File: src/rtl/mte_pkg.sv
// ----------------------------------------------------------------------------
// mte_pkg
// Widths, register indexes and scale constants shared by the multi-turn
// encoder tracker and its divider.
// ----------------------------------------------------------------------------
package mte_pkg;

   localparam int BYTE_W     = 8;
   localparam int EL_W       = 20;
   localparam int POS_W      = 18;
   localparam int POS15_W    = 15;
   localparam int TURN_W     = 32;
   localparam int ANG_W      = 25;
   localparam int TOT_W      = 64;
   localparam int SPD_W      = 48;
   localparam int NUM_W      = 48;
   localparam int DEN_W      = 22;
   localparam int STEP_W     = 20;
   localparam int KCONST_W   = 30;
   localparam int SCALE_W    = 10;
   localparam int CSR_IDX_W  = 1;
   localparam int REQ_DATA_W = 56;
   localparam int RSP_DATA_W = 192;

   // register indexes
   localparam logic [CSR_IDX_W-1:0] CSR_SENSOR_KIND = 1'b0;
   localparam logic [CSR_IDX_W-1:0] CSR_ZERO_OFFSET = 1'b1;

   // sensor kinds
   localparam logic KIND_18BIT = 1'b0;
   localparam logic KIND_15BIT = 1'b1;

   localparam logic signed [STEP_W-1:0] HALF18 = 20'sd131072;
   localparam logic signed [STEP_W-1:0] REV18  = 20'sd262144;
   localparam logic signed [STEP_W-1:0] HALF15 = 20'sd16384;
   localparam logic signed [STEP_W-1:0] REV15  = 20'sd32768;

   // q16.16 degrees per count
   localparam logic [SCALE_W-1:0] SCALE18 = 10'd90;
   localparam logic [SCALE_W-1:0] SCALE15 = 10'd720;

   // 360 * 1e6, and twice that for the 15-bit revolution
   localparam logic [KCONST_W-1:0] KSPD18 = 30'd360000000;
   localparam logic [KCONST_W-1:0] KSPD15 = 30'd720000000;

   localparam logic [SPD_W-1:0] SPD_MAX     = 48'h7FFF_FFFF_FFFF;
   localparam logic [SPD_W-1:0] SPD_NEG_MAG = 48'h8000_0000_0000;

endpackage

File: src/rtl/multiturn_encoder_tracker.sv
// ----------------------------------------------------------------------------
// multiturn_encoder_tracker
// Multi-turn absolute encoder unwrap: position, turns, angles and speed.
// ----------------------------------------------------------------------------
// Each accepted frame beat is worked on alone: req_tready is high only while
// the block is idle. The speed quotient is formed by the 48-step restoring
// divider; with elapsed_us zero the division is skipped. The result sits in
// an output register, so the next frame is accepted while the previous
// result still waits on rsp_tready. csr writes are always taken and are
// only to be made while no frame is in flight.
// ----------------------------------------------------------------------------
module multiturn_encoder_tracker
   import mte_pkg::*;
(
   input  logic                  clock,
   input  logic                  reset,
   input  logic                  req_tvalid,
   output logic                  req_tready,
   // byte_zero, byte_one, byte_two, byte_three, elapsed_us, zero pad
   input  logic [REQ_DATA_W-1:0] req_tdata,
   output logic                  rsp_tvalid,
   input  logic                  rsp_tready,
   // position, turns, angle_single, angle_total, speed, zero pad
   output logic [RSP_DATA_W-1:0] rsp_tdata,
   input  logic                  csr_valid,
   output logic                  csr_ready,
   input  logic [CSR_IDX_W-1:0]  csr_index,
   input  logic [POS_W-1:0]      csr_data
);

   localparam logic [2:0] S_IDLE   = 3'd0;
   localparam logic [2:0] S_UNPACK = 3'd1;
   localparam logic [2:0] S_MULT   = 3'd2;
   localparam logic [2:0] S_DIV    = 3'd3;
   localparam logic [2:0] S_FINISH = 3'd4;

   logic [2:0]        state_ff, state_in;
   logic              kind_ff;
   logic [POS_W-1:0]  zero_offset_ff;
   logic [POS_W-1:0]  last_ff;
   logic [TURN_W-1:0] turns_ff, turns_in;

   logic [BYTE_W-1:0] b0_ff, b1_ff, b2_ff, b3_ff;
   logic [EL_W-1:0]   el_ff;
   logic [POS_W-1:0]  pos_ff;
   logic [ANG_W-1:0]  single_ff;
   logic [POS_W-1:0]  mag_ff;
   logic              neg_ff;
   logic              zero_ff;
   logic [DEN_W-1:0]  den_ff;
   logic [TOT_W-1:0]  total_ff;

   logic              rsp_valid_ff;
   logic [POS_W-1:0]  rsp_pos_ff;
   logic [TURN_W-1:0] rsp_turns_ff;
   logic [ANG_W-1:0]  rsp_single_ff;
   logic [TOT_W-1:0]  rsp_total_ff;
   logic [SPD_W-1:0]  rsp_speed_ff;

   logic              accept;
   logic              out_load;

   logic [POS_W-1:0]        raw18, pos18;
   logic [POS15_W-1:0]      raw15, pos15;
   logic [POS_W-1:0]        pos_in;
   logic signed [STEP_W-1:0] diff, half, neg_half, rev, step_in, neg_step;
   logic [POS_W-1:0]        mag_in;
   logic [SCALE_W-1:0]      scale;
   logic [27:0]             single_prod;

   logic [KCONST_W-1:0]     kconst;
   logic [NUM_W-1:0]        num_in;
   logic [47:0]             t_ext, t360;
   logic [TOT_W-1:0]        total_in;

   logic                    div_start;
   logic                    div_done;
   logic [NUM_W-1:0]        quo;
   logic [SPD_W-1:0]        speed_in;

   assign accept     = req_tvalid && req_tready;
   assign req_tready = (state_ff == S_IDLE);
   assign csr_ready  = 1'b1;
   assign out_load   = (state_ff == S_FINISH) && (!rsp_valid_ff || rsp_tready);
   assign div_start  = (state_ff == S_MULT) && !zero_ff;

   // unpack, offset and turn detection
   always_comb begin
      raw18    = {b2_ff[1:0], b1_ff, b0_ff};
      pos18    = raw18 - zero_offset_ff;
      raw15    = {b3_ff[6:0], b2_ff};
      pos15    = raw15 - zero_offset_ff[POS15_W-1:0];
      pos_in   = (kind_ff == KIND_15BIT) ? {3'b000, pos15} : pos18;
      half     = (kind_ff == KIND_15BIT) ? HALF15 : HALF18;
      rev      = (kind_ff == KIND_15BIT) ? REV15 : REV18;
      neg_half = -half;
      diff     = $signed({2'b00, pos_in}) - $signed({2'b00, last_ff});
      if (diff > half) begin
         step_in  = diff - rev;
         turns_in = turns_ff - 1'b1;
      end else if (diff < neg_half) begin
         step_in  = diff + rev;
         turns_in = turns_ff + 1'b1;
      end else begin
         step_in  = diff;
         turns_in = turns_ff;
      end
      neg_step    = -step_in;
      mag_in      = step_in[STEP_W-1] ? neg_step[POS_W-1:0] : step_in[POS_W-1:0];
      scale       = (kind_ff == KIND_15BIT) ? SCALE15 : SCALE18;
      single_prod = {10'b0, pos_in} * {18'b0, scale};
   end

   // speed numerator and total angle
   always_comb begin
      kconst   = (kind_ff == KIND_15BIT) ? KSPD15 : KSPD18;
      num_in   = {30'b0, mag_ff} * {18'b0, kconst};
      t_ext    = {{16{turns_ff[TURN_W-1]}}, turns_ff};
      t360     = (t_ext << 8) + (t_ext << 6) + (t_ext << 5) + (t_ext << 3);
      total_in = {t360, 16'b0} + {39'b0, single_ff};
   end

   // sign and saturation
   always_comb begin
      if (zero_ff) begin
         speed_in = '0;
      end else if (neg_ff) begin
         speed_in = (quo > SPD_NEG_MAG) ? SPD_NEG_MAG : quo;
         speed_in = -speed_in;
      end else begin
         speed_in = quo[NUM_W-1] ? SPD_MAX : quo;
      end
   end

   always_comb begin
      state_in = state_ff;
      case (state_ff)
         S_IDLE: begin
            if (accept) state_in = S_UNPACK;
         end
         S_UNPACK: state_in = S_MULT;
         S_MULT: begin
            state_in = zero_ff ? S_FINISH : S_DIV;
         end
         S_DIV: begin
            if (div_done) state_in = S_FINISH;
         end
         S_FINISH: begin
            if (out_load) state_in = S_IDLE;
         end
         default: state_in = S_IDLE;
      endcase
   end

   mte_div u_div (
      .clock (clock),
      .reset (reset),
      .start (div_start),
      .num   (num_in),
      .den   (den_ff),
      .done  (div_done),
      .quo   (quo)
   );

   always_ff @(posedge clock) begin
      if (reset) begin
         state_ff       <= S_IDLE;
         kind_ff        <= KIND_18BIT;
         zero_offset_ff <= '0;
         last_ff        <= '0;
         turns_ff       <= '0;
         rsp_valid_ff   <= 1'b0;
      end else begin
         state_ff <= state_in;
         if (csr_valid && csr_ready) begin
            if (csr_index == CSR_SENSOR_KIND) begin
               kind_ff <= csr_data[0];
            end else if (csr_index == CSR_ZERO_OFFSET) begin
               zero_offset_ff <= csr_data;
            end
         end
         if (state_ff == S_UNPACK) begin
            last_ff  <= pos_in;
            turns_ff <= turns_in;
         end
         if (out_load) begin
            rsp_valid_ff <= 1'b1;
         end else if (rsp_tready) begin
            rsp_valid_ff <= 1'b0;
         end
      end
   end

   always_ff @(posedge clock) begin
      if (accept) begin
         b0_ff <= req_tdata[7:0];
         b1_ff <= req_tdata[15:8];
         b2_ff <= req_tdata[23:16];
         b3_ff <= req_tdata[31:24];
         el_ff <= req_tdata[51:32];
      end
      if (state_ff == S_UNPACK) begin
         pos_ff    <= pos_in;
         single_ff <= single_prod[ANG_W-1:0];
         mag_ff    <= mag_in;
         neg_ff    <= step_in[STEP_W-1];
         zero_ff   <= (el_ff == '0);
         den_ff    <= (kind_ff == KIND_15BIT) ? {2'b00, el_ff} : {el_ff, 2'b00};
      end
      if (state_ff == S_MULT) begin
         total_ff <= total_in;
      end
      if (out_load) begin
         rsp_pos_ff    <= pos_ff;
         rsp_turns_ff  <= turns_ff;
         rsp_single_ff <= single_ff;
         rsp_total_ff  <= total_ff;
         rsp_speed_ff  <= speed_in;
      end
   end

   assign rsp_tvalid = rsp_valid_ff;
   assign rsp_tdata  = {5'b0, rsp_speed_ff, rsp_total_ff, rsp_single_ff,
                        rsp_turns_ff, rsp_pos_ff};

endmodule

File: src/rtl/mte_div.sv
// ----------------------------------------------------------------------------
// mte_div
// Restoring divider, one quotient bit per cycle, for the speed quotient.
// ----------------------------------------------------------------------------
module mte_div
   import mte_pkg::*;
(
   input  logic             clock,
   input  logic             reset,
   input  logic             start,
   input  logic [NUM_W-1:0] num,
   input  logic [DEN_W-1:0] den,
   output logic             done,
   output logic [NUM_W-1:0] quo
);

   localparam int CNT_W = $clog2(NUM_W);

   logic             busy_ff;
   logic             done_ff;
   logic [CNT_W-1:0] cnt_ff;
   logic [NUM_W-1:0] quo_ff;
   logic [DEN_W-1:0] rem_ff;
   logic [DEN_W-1:0] den_ff;

   logic [DEN_W:0]   trial_in;
   logic [DEN_W:0]   diff_in;
   logic             bit_in;
   logic [DEN_W-1:0] rem_in;

   always_comb begin
      trial_in = {rem_ff, quo_ff[NUM_W-1]};
      diff_in  = trial_in - {1'b0, den_ff};
      bit_in   = (trial_in >= {1'b0, den_ff});
      rem_in   = bit_in ? diff_in[DEN_W-1:0] : trial_in[DEN_W-1:0];
   end

   always_ff @(posedge clock) begin
      if (reset) begin
         busy_ff <= 1'b0;
         done_ff <= 1'b0;
      end else begin
         done_ff <= busy_ff && (cnt_ff == '0);
         if (start) begin
            busy_ff <= 1'b1;
         end else if (busy_ff && (cnt_ff == '0)) begin
            busy_ff <= 1'b0;
         end
      end
   end

   always_ff @(posedge clock) begin
      if (start) begin
         quo_ff <= num;
         rem_ff <= '0;
         den_ff <= den;
         cnt_ff <= CNT_W'(NUM_W - 1);
      end else if (busy_ff) begin
         quo_ff <= {quo_ff[NUM_W-2:0], bit_in};
         rem_ff <= rem_in;
         cnt_ff <= cnt_ff - 1'b1;
      end
   end

   assign done = done_ff;
   assign quo  = quo_ff;

endmodule

File: config.mk
export PLATFORM = sky130hd
export DESIGN_NAME = multiturn_encoder_tracker
export DESIGN_NICKNAME = d
export VERILOG_FILES = /design/src/rtl/mte_pkg.sv /design/src/rtl/multiturn_encoder_tracker.sv /design/src/rtl/mte_div.sv
export SDC_FILE = /design/constraint.sdc
export NUM_CORES = 2
export LEC_CHECK = 0
export ABC_CLOCK_PERIOD_IN_PS = 11020
export BUFFER_PORTS_ARGS = -buffer_cell sky130_fd_sc_hd__buf_4
export CAP_MARGIN = 20
export CORE_MARGIN = 2
export CORE_UTILIZATION = 42
export CTS_BUF_LIST = sky130_fd_sc_hd__clkbuf_4 sky130_fd_sc_hd__clkbuf_8 sky130_fd_sc_hd__clkbuf_16
export CTS_CLUSTER_DIAMETER = 100
export DETAILED_ROUTE_END_ITERATION = 12
export PLACE_DENSITY = 0.57
export SYNTH_ARGS = -nofsm -noshare
export SYNTH_HDL_FRONTEND = slang
export SYNTH_SLANG_ARGS = --single-unit
File: constraint.sdc
create_clock -name clock -period 11.02 [get_ports clock]
set_input_delay 1.102 -clock clock [delete_from_list [all_inputs] [get_ports clock]]
set_output_delay 1.102 -clock clock [all_outputs]
set_load 0.1 [all_outputs]
==> impl_metrics.csv <==
group,metric,value,unit
status,status,"completed",
logic_synthesis,yosysWarnings,0,
worst_hold_path,hold_depth,0,
logic_synthesis,syn_inst,3945,
clock_network,hold_buffers,0,
layout,areaGrowthSynthToFinish,13.6,%
clock_network,clk_latency,0.63,ns
routing,routed_wl,97.4,mm
sta,finalWorstPathRequiredPeriod,10.13,ns
routing,wl_per_cell,17.6,um
logic_synthesis,yosysTopAreaCell,"edfxtp_1",
clock_network,root_buffer,"clkbuf_16",
routing,first_pass_iters,9,
worst_hold_path,hold_class,"register to register",
sta,tns,0,ns
floorplan,core-area,97000,sq um
clock_network,cts_tree,"built",
critical_path,crit_family,"compound AO/OA/AOI/OAI gates",
logic_synthesis,synth_most_common_cell,"inv_1",
sta,rsz0062_at_grt,"false",
floorplan,dieArea,101000,sq um
sta,period_share,0.919,
layout,fin_nets,4990,
worst_hold_path,hold_start,"total_ff[26]",
critical_path,r2r-start,"zero_offset_ff[1]",
placement,gp_congestion,0.899,
floorplan,start_util,0.425,
critical_path,critical_path_class,"register to register",
sta,max_slew_margin,0.306,
grt,grt_pass1_wl,155,mm
logic_synthesis,ys.flop_type,"edfxtp_1",
clock_network,numCtsBuffers,67,
critical_path,required,11.55,ns
critical_path,reg2reg_setup_slack,0.89,ns
logic_synthesis,synth_top_area_frac,0.324,
critical_path,cp.arrival,10.66,ns
grt,antenna_found_initial,2,
logic_synthesis,ys_async_sr_fraction,0,
floorplan,die_h,317,um
critical_path,worst-r2r-cell-count,34,
logic_synthesis,synth_edf_count,445,
logic_synthesis,ys_seq_area_frac,0.374,
sta,setup_violations,0,
logic_synthesis,synth_cell_types,91,
critical_path,slowest_stage,"a311oi_4",
critical_path,cp_max_fo,28,
clock_network,htreeDepth,3,
clock_network,cts_num_sinks,548,
sta,hold_ws,0.413,ns
routing,vias,28476,
sta,worstMarginPinSlew,1.04,ns
logic_synthesis,avgSynthCellArea,10.4,sq um
critical_path,critical_path.max_stage_delay,0.71,ns
sta,hold_violations,0,
placement,dp.final_hpwl,75.3,mm
critical_path,cp-start-kind,"register",
sta,max_freq,98.7,MHz
critical_path,path_buf_inv,2,
logic_synthesis,synthTopCellsByArea,"edfxtp_1 (32%), fa_1 (16%), ha_1 (11%)",
sta,finClkSkew,0.0265,ns
routing,antenna_left,0,
routing,avgViaCountPerCell,5.14,
logic_synthesis,ys_top_cells_by_count,"inv_1 (516), edfxtp_1 (445), ha_1 (375)",
routing,drt_iter0_drc,1717,
critical_path,r2r_end,"turns_ff[30]",
layout,drive_above_1_share,0.113,
grt,first_global_vias,28057,
clock_network,cts_setup_buffers,0,
clock_network,cts_buffer_depth,3,
logic_synthesis,ys_ff_latch,548,
grt,grt_max_degree,134,
routing,drc,0,
critical_path,critPathCaptureType,"register",
layout,fin_cells,5538,
worst_hold_path,hold_end,"rsp_total_ff[26]",
floorplan,num_rows,114,
floorplan,die_w,317,um
sta,slew_violations,0,
clock_network,ctsResizeCount,0,
clock_network,clk_pin_slew_worst_paths,0.06,ns
placement,place_inst,5414,
flow_run,drv_cap,0,
layout,finish.utilization,0.483,
floorplan,pin_count,275,
grt,grtUsageTotal,0.195,
grt,overflow,0,
placement,io_buffers,261,
logic_synthesis,synth_area,41200,sq um
cell families after synthesis:
kind of cell	share of synthesized area
AOI/OAI and AO/OA	0.121
xor gates and xnor gates	0.0459
adders and majority gates	0.273
buffers and inverters	0.0609
DFF	0.374
muxes	0.00992
other	0.000182
and+or+nand+nor	0.115
metrics by stage:
| stage | setup slack (ns) | instance area [sq um] |
|---|---|---|
| final | 0.890 | 46800 |
| after global routing | 0.0218 | 46800 |
| after CTS | 0.825 | 46800 |
| after detailed placement | 0.863 | 44600 |
| after global placement | 0.990 | 44600 |
| after floorplan | 2.64 | 41400 |
how the worst max path moves through the flow:
stage	startpoint	end	slack [ns]	depth (start not counted)
4_1_cts	zero_offset_ff[1]	turns_ff[31]	0.82	33
3_3_place_gp	zero_offset_ff[1]	turns_ff[30]	0.99	34
6_report	zero_offset_ff[1]	turns_ff[30]	0.89	34
3_5_place_dp	zero_offset_ff[1]	turns_ff[31]	0.86	33
2_1_floorplan	zero_offset_ff[1]	turns_ff[31]	2.64	34
5_1_grt	zero_offset_ff[1]	turns_ff[30]	0.02	34
layout by cell type, fill, tap and decap left out, types with 12 or more instances in the layout:
| cell type | instances |
|---|---|
| or4_1 | 17 |
| nor4_1 | 24 |
| o21a_1 | 34 |
| nor3_1 | 93 |
| nand3b_1 | 12 |
| a211oi_1 | 51 |
| buf_4 | 283 |
| mux2i_1 | 18 |
| nor2_1 | 223 |
| or3_1 | 24 |
| inv_1 | 515 |
| nand2b_1 | 30 |
| o21ai_0 | 180 |
| nand4_1 | 19 |
| o31ai_1 | 18 |
| a31oi_1 | 32 |
| a21oi_1 | 269 |
| and3_1 | 23 |
| a21o_1 | 64 |
| dfxtp_1 | 102 |
| nand3_1 | 50 |
| mux2_2 | 19 |
| xor2_1 | 69 |
| nand2_1 | 359 |
| xnor2_1 | 145 |
| o211ai_1 | 15 |
| nor2b_1 | 33 |
| ha_1 | 375 |
| o21bai_1 | 26 |
| clkbuf_16 | 68 |
| clkbuf_4 | 18 |
| conb_1 | 37 |
| edfxtp_1 | 445 |
| and2_1 | 31 |
| or2_2 | 23 |
| fa_1 | 327 |
worst reg2reg max path: cells and delay by family, from the launching register on:
family                     cells  cell delay, ns
AOI/OAI and AO/OA             19            5.44
xor gates and xnor gates       2            0.38
adders and majority gates      4            1.41
buffers and inverters          2            0.58
DFF                            1            0.39
and+or+nand+nor                7            1.86
cell type report:
type                       count  area (sq um)
tap                         1276          1600
inverter                     519          1950
clock inverter                35           345
antenna                        1          2.50
sequential                   548         15400
clock buffer                  87          1850
timing repair buffer         286          2190
multi-input combinational   2786         23500
fill                        9043         50200
registers in the layout, indices dropped and copies added, names as in the netlist, 18 cells and up:
name	cells
rsp_turns_ff	32
mag_ff	18
turns_ff	32
rsp_speed_ff	48
rsp_total_ff	59
rsp_pos_ff	18
den_ff	22
rsp_single_ff	24
u_div.rem_ff	22
u_div.den_ff	22
el_ff	20
single_ff	24
u_div.quo	48
zero_offset_ff	18
total_ff	59
pos_ff	18
last_ff	18
metal layers:
metal | wire length (um) | global-route usage | up-vias
met3 | 5200 | 0.0408 | 115
met2 | 44600 | 0.309 | 582
met1 | 45400 | 0.273 | 13609
met5 | 16 | 0 | -
met4 | 2090 | 0.0490 | 2
li1 | - | - | 14168
Power is left out: the tool's default activity adds up to more than one toggle a clock period on the data nets, which glitch-free logic cannot reach.
